`config.mk`:
```
export PLATFORM = sky130hd
export DESIGN_NAME = extent_map_overlap_table_unit
export DESIGN_NICKNAME = d
export VERILOG_FILES = /design/src/hdl/emot_pkg.sv /design/src/hdl/extent_map_overlap_table_unit.sv
export VERILOG_INCLUDE_DIRS = /design/src /design/src/hdl
export SDC_FILE = /design/constraint.sdc
export NUM_CORES = 2
export LEC_CHECK = 0
export BUFFER_PORTS_ARGS = -buffer_cell sky130_fd_sc_hd__buf_2
export CORE_MARGIN = 8
export CORE_UTILIZATION = 35
export CTS_BUF_LIST = sky130_fd_sc_hd__clkbuf_8 sky130_fd_sc_hd__clkbuf_16
export CTS_CLUSTER_SIZE = 30
export DETAILED_ROUTE_END_ITERATION = 8
export GPL_TIMING_DRIVEN = 1
export PLACE_DENSITY_LB_ADDON = 0.25
export SETUP_SLACK_MARGIN = 0.3
export SYNTH_ARGS = -nofsm -noshare
export SYNTH_HDL_FRONTEND = slang
export SYNTH_SLANG_ARGS = --single-unit
```
`constraint.sdc`:
```
create_clock -name clk -period 19.5 [get_ports clk]
set_input_delay 3.9 -clock clk [delete_from_list [all_inputs] [get_ports clk]]
set_output_delay 3.9 -clock clk [all_outputs]
set_load 0.005 [all_outputs]
```
`src/hdl/assert_macros.svh`:
```
// Assertion macros for the RTL of the extent map overlap table.
// Needs clk and rst_n in the scope that uses them.
`ifndef ASSERT_MACROS_SVH
`define ASSERT_MACROS_SVH

// same-cycle implication, checked out of reset
`define ASSERT_IMPLIES(label, ante, cons) \
    label: assert property (@(posedge clk) disable iff (!rst_n) (ante) |-> (cons)) \
        else $error("implication check failed");

// next-cycle implication
`define ASSERT_NEXT(label, ante, cons) \
    label: assert property (@(posedge clk) disable iff (!rst_n) (ante) |=> (cons)) \
        else $error("next-cycle check failed");

`endif

```
`src/hdl/emot_pkg.sv`:
```
`default_nettype none
// Package of the extent map overlap table: sizes, operation and result codes,
// controller state type, extent and result records. No dependencies.
package emot_pkg;

    localparam int DEPTH  = 16;
    localparam int IDX_W  = $clog2(DEPTH);
    localparam int CNT_W  = $clog2(DEPTH + 1);
    localparam int ADDR_W = 48;
    localparam int POS_W  = 4;

    localparam int IN_TDATA_W  = 152;   // 148 field bits, zero filled to bytes
    localparam int OUT_TDATA_W = 208;   // 206 field bits, zero filled to bytes

    typedef logic [IDX_W-1:0]  idx_t;
    typedef logic [CNT_W-1:0]  cnt_t;
    typedef logic [ADDR_W-1:0] addr_t;

    typedef enum logic [1:0] {
        OP_INSERT  = 2'd0,
        OP_DELETE  = 2'd1,
        OP_OVERLAP = 2'd2,
        OP_QUERY   = 2'd3
    } op_t;

    typedef enum logic [1:0] {
        ST_OK        = 2'd0,
        ST_FULL      = 2'd1,
        ST_EMPTY_POS = 2'd2
    } status_t;

    typedef enum logic [1:0] {
        CLS_NONE       = 2'd0,
        CLS_COVERED    = 2'd1,
        CLS_COVERS_ALL = 2'd2,
        CLS_PARTIAL    = 2'd3
    } class_t;

    typedef enum logic [2:0] {
        S_IDLE,
        S_EXEC,
        S_SCAN_RD,
        S_SCAN_CHK,
        S_EMIT_RD,
        S_EMIT_CHK,
        S_FINAL
    } state_t;

    // one stored extent as held in the memory
    typedef struct packed {
        addr_t local_off;
        addr_t length;
        addr_t offset;
    } extent_t;

    // one result transfer
    typedef struct packed {
        addr_t   translated_offset;
        logic    found;
        addr_t   entry_local;
        addr_t   entry_count;
        addr_t   entry_offset;
        logic [POS_W-1:0] entry_position;
        cnt_t    overlap_count;
        class_t  class_code;
        status_t status;
    } result_t;

endpackage

`default_nettype wire

```
`src/hdl/extent_map_overlap_table_unit.sv`:
```
`default_nettype none
// Top level of the extent map overlap table: controller, position map,
// extent memory and output register. Uses emot_pkg and assert_macros.svh.

// Ordered table of up to 16 extents (offset, length, local offset), head at
// position 0. Extents sit in a 16-entry synchronous memory at fixed physical
// slots; a register map from table position to slot makes insert at the head
// and delete with gap closing a single update of the map. Overlap and query
// walk the table through the single memory read port, one read and one check
// per stored extent: query stops at the first covering extent, overlap makes a
// counting pass over all used entries and then an emitting pass up to the
// last match. One result register sits on the output side; a new item is
// taken only while the controller is idle, and results stall on m_axis_tready
// without loss. No clearing pass is needed after reset.
`include "assert_macros.svh"

module extent_map_overlap_table_unit
    import emot_pkg::*;
(
    input  wire logic                   clk,
    input  wire logic                   rst_n,
    input  wire logic                   s_axis_tvalid,
    output logic                        s_axis_tready,
    // req_offset[47:0], req_count[95:48], req_local[143:96], position[147:144]
    input  wire logic [IN_TDATA_W-1:0]  s_axis_tdata,
    // opcode[1:0]
    input  wire logic [1:0]             s_axis_tuser,
    output logic                        m_axis_tvalid,
    input  wire logic                   m_axis_tready,
    // status[1:0], class_code[3:2], overlap_count[8:4], entry_position[12:9],
    // entry_offset[60:13], entry_count[108:61], entry_local[156:109],
    // found[157], translated_offset[205:158]
    output logic [OUT_TDATA_W-1:0]      m_axis_tdata,
    output logic                        m_axis_tlast
);

    state_t state_reg, state_next;

    // request held for the whole item
    op_t              req_op_reg;
    addr_t            req_off_reg, req_cnt_reg, req_local_reg;
    logic [POS_W-1:0] req_pos_reg;

    // position to physical slot map, positions >= used_reg hold free slots
    idx_t map_reg  [DEPTH];
    idx_t map_next [DEPTH];
    cnt_t used_reg, used_next;

    idx_t idx_reg, idx_next;
    cnt_t hits_reg, hits_next;
    cnt_t emit_reg, emit_next;
    logic first_cov_reg, first_cov_next;
    logic all_in_reg, all_in_next;
    logic found_reg, found_next;
    addr_t cov_off_reg, cov_off_next;
    addr_t cov_local_reg, cov_local_next;

    // extent memory
    extent_t mem [DEPTH];
    extent_t rd_reg;
    logic    mem_we, mem_re;
    idx_t    mem_wa, mem_ra;
    extent_t mem_wd;

    // output register
    logic    out_valid_reg;
    result_t out_res_reg, res;
    logic    out_last_reg, res_last;
    logic    out_load, out_free;

    logic in_fire;

    // compare unit on the extent read back
    logic [ADDR_W:0] e_end, r_end;
    logic ovl, ent_in_req, req_in_ent;
    logic last_idx;

    assign in_fire  = s_axis_tvalid && s_axis_tready;
    assign out_free = !out_valid_reg || m_axis_tready;

    assign e_end = {1'b0, rd_reg.offset} + {1'b0, rd_reg.length};
    assign r_end = {1'b0, req_off_reg} + {1'b0, req_cnt_reg};

    assign ovl = ((rd_reg.offset <= req_off_reg) && (e_end > {1'b0, req_off_reg}))
              || ((req_off_reg <= rd_reg.offset) && (r_end > {1'b0, rd_reg.offset}));
    assign ent_in_req = (req_off_reg <= rd_reg.offset) && (r_end >= e_end);
    assign req_in_ent = (rd_reg.offset <= req_off_reg) && (e_end >= r_end);

    assign last_idx = ({1'b0, idx_reg} + cnt_t'(1)) == used_reg;

    always_ff @(posedge clk or negedge rst_n)
    begin
        if (!rst_n)
        begin
            state_reg     <= S_IDLE;
            used_reg      <= '0;
            idx_reg       <= '0;
            hits_reg      <= '0;
            emit_reg      <= '0;
            first_cov_reg <= 1'b0;
            all_in_reg    <= 1'b1;
            found_reg     <= 1'b0;
            out_valid_reg <= 1'b0;
            for (int i = 0; i < DEPTH; i++)
            begin
                map_reg[i] <= idx_t'(i);
            end
        end
        else
        begin
            state_reg     <= state_next;
            used_reg      <= used_next;
            idx_reg       <= idx_next;
            hits_reg      <= hits_next;
            emit_reg      <= emit_next;
            first_cov_reg <= first_cov_next;
            all_in_reg    <= all_in_next;
            found_reg     <= found_next;
            map_reg       <= map_next;
            if (out_load)
            begin
                out_valid_reg <= 1'b1;
            end
            else if (m_axis_tready)
            begin
                out_valid_reg <= 1'b0;
            end
        end
    end

    // payload registers
    always_ff @(posedge clk)
    begin
        if (in_fire)
        begin
            req_op_reg    <= op_t'(s_axis_tuser);
            req_off_reg   <= s_axis_tdata[47:0];
            req_cnt_reg   <= s_axis_tdata[95:48];
            req_local_reg <= s_axis_tdata[143:96];
            req_pos_reg   <= s_axis_tdata[147:144];
        end
        cov_off_reg   <= cov_off_next;
        cov_local_reg <= cov_local_next;
        if (out_load)
        begin
            out_res_reg  <= res;
            out_last_reg <= res_last;
        end
    end

    always_ff @(posedge clk)
    begin
        if (mem_we)
        begin
            mem[mem_wa] <= mem_wd;
        end
        if (mem_re)
        begin
            rd_reg <= mem[mem_ra];
        end
    end

    always_comb
    begin
        state_next     = state_reg;
        used_next      = used_reg;
        map_next       = map_reg;
        idx_next       = idx_reg;
        hits_next      = hits_reg;
        emit_next      = emit_reg;
        first_cov_next = first_cov_reg;
        all_in_next    = all_in_reg;
        found_next     = found_reg;
        cov_off_next   = cov_off_reg;
        cov_local_next = cov_local_reg;
        s_axis_tready  = 1'b0;
        mem_we         = 1'b0;
        mem_wa         = map_reg[used_reg[IDX_W-1:0]];
        mem_wd         = '{local_off: req_local_reg, length: req_cnt_reg,
                           offset: req_off_reg};
        mem_re         = 1'b0;
        mem_ra         = map_reg[idx_reg];
        out_load       = 1'b0;
        res            = '0;
        res_last       = 1'b1;

        unique case (state_reg)
            S_IDLE:
            begin
                s_axis_tready = 1'b1;
                if (s_axis_tvalid)
                begin
                    state_next = S_EXEC;
                end
            end

            S_EXEC:
            begin
                idx_next       = '0;
                hits_next      = '0;
                emit_next      = '0;
                first_cov_next = 1'b0;
                all_in_next    = 1'b1;
                found_next     = 1'b0;
                unique case (req_op_reg)
                    OP_INSERT:
                    begin
                        if (out_free)
                        begin
                            out_load   = 1'b1;
                            state_next = S_IDLE;
                            if (used_reg == cnt_t'(DEPTH))
                            begin
                                res.status = ST_FULL;
                            end
                            else
                            begin
                                mem_we      = 1'b1;
                                used_next   = used_reg + cnt_t'(1);
                                map_next[0] = map_reg[used_reg[IDX_W-1:0]];
                                for (int i = 1; i < DEPTH; i++)
                                begin
                                    if (cnt_t'(i) <= used_reg)
                                    begin
                                        map_next[i] = map_reg[i-1];
                                    end
                                end
                            end
                        end
                    end
                    OP_DELETE:
                    begin
                        if (out_free)
                        begin
                            out_load   = 1'b1;
                            state_next = S_IDLE;
                            if (cnt_t'(req_pos_reg) >= used_reg)
                            begin
                                res.status = ST_EMPTY_POS;
                            end
                            else
                            begin
                                used_next = used_reg - cnt_t'(1);
                                for (int i = 0; i < DEPTH; i++)
                                begin
                                    // deleted slot parks just past the new end
                                    if (cnt_t'(i + 1) == used_reg)
                                    begin
                                        map_next[i] = map_reg[req_pos_reg];
                                    end
                                    else if ((cnt_t'(i) >= cnt_t'(req_pos_reg))
                                             && (cnt_t'(i + 1) < used_reg))
                                    begin
                                        map_next[i] = map_reg[(i + 1) % DEPTH];
                                    end
                                end
                            end
                        end
                    end
                    OP_OVERLAP, OP_QUERY:
                    begin
                        if (used_reg == '0)
                        begin
                            state_next = S_FINAL;
                        end
                        else
                        begin
                            state_next = S_SCAN_RD;
                        end
                    end
                endcase
            end

            S_SCAN_RD:
            begin
                mem_re     = 1'b1;
                state_next = S_SCAN_CHK;
            end

            S_SCAN_CHK:
            begin
                if (req_op_reg == OP_QUERY)
                begin
                    if (req_in_ent)
                    begin
                        found_next     = 1'b1;
                        cov_off_next   = rd_reg.offset;
                        cov_local_next = rd_reg.local_off;
                        state_next     = S_FINAL;
                    end
                    else if (last_idx)
                    begin
                        state_next = S_FINAL;
                    end
                    else
                    begin
                        idx_next   = idx_reg + idx_t'(1);
                        state_next = S_SCAN_RD;
                    end
                end
                else
                begin
                    if (ovl)
                    begin
                        hits_next = hits_reg + cnt_t'(1);
                        if (hits_reg == '0)
                        begin
                            first_cov_next = req_in_ent;
                        end
                        if (!ent_in_req)
                        begin
                            all_in_next = 1'b0;
                        end
                    end
                    if (last_idx)
                    begin
                        idx_next = '0;
                        if (hits_next == '0)
                        begin
                            state_next = S_FINAL;
                        end
                        else
                        begin
                            state_next = S_EMIT_RD;
                        end
                    end
                    else
                    begin
                        idx_next   = idx_reg + idx_t'(1);
                        state_next = S_SCAN_RD;
                    end
                end
            end

            S_EMIT_RD:
            begin
                mem_re     = 1'b1;
                state_next = S_EMIT_CHK;
            end

            S_EMIT_CHK:
            begin
                // read data holds while the output stalls
                if (!ovl)
                begin
                    idx_next   = idx_reg + idx_t'(1);
                    state_next = S_EMIT_RD;
                end
                else if (out_free)
                begin
                    out_load = 1'b1;
                    priority if ((hits_reg == cnt_t'(1)) && first_cov_reg)
                    begin
                        res.class_code = CLS_COVERED;
                    end
                    else if (all_in_reg)
                    begin
                        res.class_code = CLS_COVERS_ALL;
                    end
                    else
                    begin
                        res.class_code = CLS_PARTIAL;
                    end
                    res.overlap_count  = hits_reg;
                    res.entry_position = POS_W'(idx_reg);
                    res.entry_offset   = rd_reg.offset;
                    res.entry_count    = rd_reg.length;
                    res.entry_local    = rd_reg.local_off;
                    res_last           = (emit_reg + cnt_t'(1)) == hits_reg;
                    emit_next          = emit_reg + cnt_t'(1);
                    if (res_last)
                    begin
                        state_next = S_IDLE;
                    end
                    else
                    begin
                        idx_next   = idx_reg + idx_t'(1);
                        state_next = S_EMIT_RD;
                    end
                end
            end

            S_FINAL:
            begin
                if (out_free)
                begin
                    out_load  = 1'b1;
                    res.found = found_reg;
                    if (found_reg)
                    begin
                        res.translated_offset = cov_local_reg + (req_off_reg - cov_off_reg);
                    end
                    state_next = S_IDLE;
                end
            end

            default:
            begin
                state_next = S_IDLE;
            end
        endcase
    end

    assign m_axis_tvalid = out_valid_reg;
    assign m_axis_tlast  = out_last_reg;
    assign m_axis_tdata  = {2'b00, out_res_reg};

    `ASSERT_IMPLIES(a_used_bound, 1'b1, used_reg <= cnt_t'(DEPTH))
    `ASSERT_NEXT(a_insert_grows,
        (state_reg == S_EXEC) && (req_op_reg == OP_INSERT) && out_free
            && (used_reg != cnt_t'(DEPTH)),
        used_reg == $past(used_reg) + cnt_t'(1))
    `ASSERT_IMPLIES(a_emit_bound, state_reg == S_EMIT_CHK,
        (emit_reg < hits_reg) && (hits_reg <= used_reg))

endmodule

`default_nettype wire

```
==> results.md <==
Cells and area:
- The library cell used most frequently in the layout, excluding fill and tap cells, is sky130_fd_sc_hd__edfxtp_1.
- The fill cell total of the finished layout is 32.68k.
- After the flow finishes, the layout carries non-filler instances totaling 12.82k.
- Leaving out fill and tap cells, the most frequent cells in the layout are sky130_fd_sc_hd__edfxtp_1, sky130_fd_sc_hd__mux4_2, sky130_fd_sc_hd__a21oi_1.
- The sequential cells in the finished layout cover a total of 89410 um^2.
- Of the cells placed in the final design, the portion with a size suffix greater than 1 is 0.2138.
- The register with the most flip-flops in the layout has 2304 of them.
- The area occupied by multi-input gates is 35480 um^2.
- The final net count is 8289.
- Compared with the post-synthesis result, the final layout area differs by 14.37%.

Logic synthesis:
- In the synthesized netlist the dominant register cell turns out to be sky130_fd_sc_hd__edfxtp_1.
- In this run the cell area of the synthesized design comes to 127300 um^2.
- Yosys printed 0 warnings.
- Yosys mapped the design onto 89 distinct sky130hd cell types.
- A synthesized cell averages 17.65 um^2.
- In this run, synthesis inferred 2901 flip-flops with an integrated enable.
- In this run, synthesis produced a sequential element count of 2991.
- Synthesis produced 7212 cells.
- The async set or reset register ratio after synthesis is 0.03009.
- The share of the Yosys chip area taken by registers is 0.7023.

Timing:
- The achievable clock frequency is 97.73 MHz.
- The hold violation count in the final report is 0.
- Setup repair after global routing left no endpoint under its margin.
- Across all hold checks on the routed design, the worst slack comes to 0.4578 ns.
- The max-slew violation count is 0.
- The worst path in the final design needs a cycle of 10.23 ns, including I/O delays and setup.
- For the pin with the worst max-slew slack, the measured transition is 1.290 ns.
- Between clock sinks in the finished design, the worst skew comes to 0.1152 ns.
- The setup total negative slack is 0 ns.
- The count of final setup violators is 0.
- Headroom to the max-slew limit came out at 0.1371.
- Of the available clock period, the critical path in the final layout requires 0.5247.

Placement:
- Routability-driven placement finished with a final weighted congestion of 0.8957.
- Buffers placed on the I/O ports in this run total 362.
- The number of placed instances with taps included is 12.21k.
- Detailed placement ended at an HPWL of 238200 um.

Clock network:
- After clock tree synthesis, the setup repair step added 0 buffers.
- Clock tree synthesis inserted a total of 320 buffers.
- The root buffer cell chosen for the clock tree is sky130_fd_sc_hd__clkbuf_16.
- Clock latency on the worst-skew pair, taken at its later pin, is 0.95 ns.
- The clock sink count is 2991.
- Counting along the longest clock path gives a buffer depth of 4.
- The post-CTS clock slew at the launch and capture registers of the worst setup and hold paths is 0.06 ns.
- After clock tree synthesis, the repair step resized 0 gates.
- The TritonCTS clock tree is built.
- The number of buffers added to fix hold violations after cts is 0.
- CTS built an H-tree with a depth of 5.

Setup path:
- Among all stages on the critical path, the largest delay is contributed by sky130_fd_sc_hd__edfxtp_1.
- The kind of start point of the critical path is a flip-flop.
- The signal arrival time at the worst endpoint is 10.71 ns.
- The worst register-to-register path has a setup slack of 9.27 ns.
- The most frequent cell on the critical path is sky130_fd_sc_hd__a21oi_1.
- The largest stage delay on the critical path is 0.97 ns.
- The worst setup path is of the reg2reg kind.
- The critical path contains buffers and inverters numbering 2 combined.
- The cell family with the largest share of critical-path delay is compound AO/OA/AOI/OAI gates.
- STA puts the critical path data required time at 19.98 ns.
- The type of destination of the critical path is a flip-flop.
- The critical-path maximum fanout is 76.

Power:
- In this run the power density over the cells is 124.7 nW/um^2.
- The analysis attributes to cell leakage a power of 48.20 nW.
- VDD sags by at most 97.23 uV.

Global route:
- The first global-routing pass estimated 523400 um of wire.
- The leftover overflow at the end of global routing is 0.
- The aggregate global-route resource usage is 0.1897.
- The initial antenna violation count was 64.
- The maximum number of pins on one net before global-route repair is 141.
- The number of global-route vias before repair was 69.48k.

Drt:
- Summed over all layers, the routed wires come to 374500 um.
- The final route contains 69.40k vias.
- The mean number of vias per cell is 5.415.
- The post-detailed-route wirelength per cell is 29.22 um.
- The number of violations reported at the end of detailed-routing iteration 0 is 7133.
- For this run, design rule violations remaining after detail routing come to 0.
- The detailed-router iteration count before antenna repair is 5.
- The number of nets with antenna violations after routing is 0.

Outcome:
- The flow ran to the end, and the final reports show no timing, DRC or antenna violations.

Die:
- The core region is 362200 um^2.
- For this configuration, the core starts out at a cell density of 0.3514.
- The number of primary I/O pins is 369.
- The floorplan row count is 221.
- The chip height is 619.1 um.
- The die covers 383300 um^2.
- The die is 619.1 um wide.

Min path:
- The tightest min-delay check is of the reg2reg type.

Run:
- The max capacitance violation total is 0.
-- worst paths after layout --
kind                                      to  cells past startpoint      startpoint
hold reg to reg            cov_local_reg[34]                      0     rd_reg[130]
setup / recovery            m_axis_tdata[43]                     29  req_off_reg[1]
max in group asynchronous        map_reg[22]                      2           rst_n
min in group asynchronous        map_reg[28]                      1           rst_n
setup reg to reg            m_axis_tdata[43]                     29  req_off_reg[1]
hold / removal             cov_local_reg[34]                      0     rd_reg[130]
-- layer usage --
metal  global-route usage  routed length [um]  vias up
met1               0.2595              157400    36720
li1                     -                   -    29760
met3              0.02725               23490      497
met2               0.3163              181700     2422
met4              0.05451               11810        6
met5                    0                  40        -
-- synthesized netlist by cell type (33+ instances only) --
master,count,area share
sky130_fd_sc_hd__a211oi_1,165,0.0097
sky130_fd_sc_hd__a21o_1,100,0.0059
sky130_fd_sc_hd__a21oi_1,418,0.016
sky130_fd_sc_hd__and2_1,123,0.0060
sky130_fd_sc_hd__buf_1,47,0.0014
sky130_fd_sc_hd__buf_2,72,0.0028
sky130_fd_sc_hd__clkbuf_1,177,0.0052
sky130_fd_sc_hd__dfrtp_1,57,0.011
sky130_fd_sc_hd__dfstp_2,33,0.0068
sky130_fd_sc_hd__edfxtp_1,2901,0.68
sky130_fd_sc_hd__fa_1,49,0.0077
sky130_fd_sc_hd__ha_1,348,0.034
sky130_fd_sc_hd__inv_1,340,0.010
sky130_fd_sc_hd__mux2i_1,199,0.016
sky130_fd_sc_hd__mux4_2,636,0.11
sky130_fd_sc_hd__nand2_1,236,0.0070
sky130_fd_sc_hd__nand2b_1,36,0.0018
sky130_fd_sc_hd__nand3_1,64,0.0025
sky130_fd_sc_hd__nand4_1,50,0.0025
sky130_fd_sc_hd__nor2_1,285,0.0084
sky130_fd_sc_hd__nor2b_1,176,0.0086
sky130_fd_sc_hd__nor3_1,43,0.0017
sky130_fd_sc_hd__o21ai_0,176,0.0069
sky130_fd_sc_hd__xnor2_1,95,0.0065
sky130_fd_sc_hd__xor2_1,52,0.0036
-- through the flow --
| step | power (W) | area [um^2] | setup WS [ns] | utilization |
|---|---|---|---|---|
| final | 0.01816 | 145600 | 9.268 | 0.4019 |
| after global routing | 0.01894 | 145600 | 8.961 | 0.4019 |
| after CTS | 0.01830 | 145500 | 9.452 | 0.4017 |
| after detailed placement | 0.01229 | 135200 | 9.502 | 0.3732 |
| after global placement | 0.01223 | 135200 | 9.771 | 0.3732 |
| after floorplan | 0.01058 | 127300 | 4.998 | - |
-- where the power goes --
| group | switching (W) | leakage, nW | internal (W) | total [W] |
|---|---|---|---|---|
| Clock | 0.00257 | 5.27 | 0.00341 | 0.00598 |
| Combinational | 0.00247 | 15.6 | 0.00136 | 0.00383 |
| Sequential | 0.000703 | 27.4 | 0.00765 | 0.00835 |
| Total | 0.00574 | 48.2 | 0.0124 | 0.0182 |
-- layout make-up --
class,count,area share
Sequential cell,2991,0.6141
Timing Repair Buffer,509,0.02064
Inverter,343,0.008843
Clock inverter,256,0.01541
Antenna cell,32,0.0005500
Clock buffer,324,0.05561
Multi-Input combinational cell,3569,0.2437
Tap cell,4794,0.04120
-- cell families after synthesis --
group | share of synthesized area
AOI/OAI and AO/OA | 0.05255
xor gates and xnor gates | 0.01024
adders and majority gates | 0.04191
buffers and inverters | 0.02034
DFF | 0.7023
muxes | 0.1291
other | 0.00002946
and+or+nand+nor | 0.04351
(Power assumes the default switching activity.)
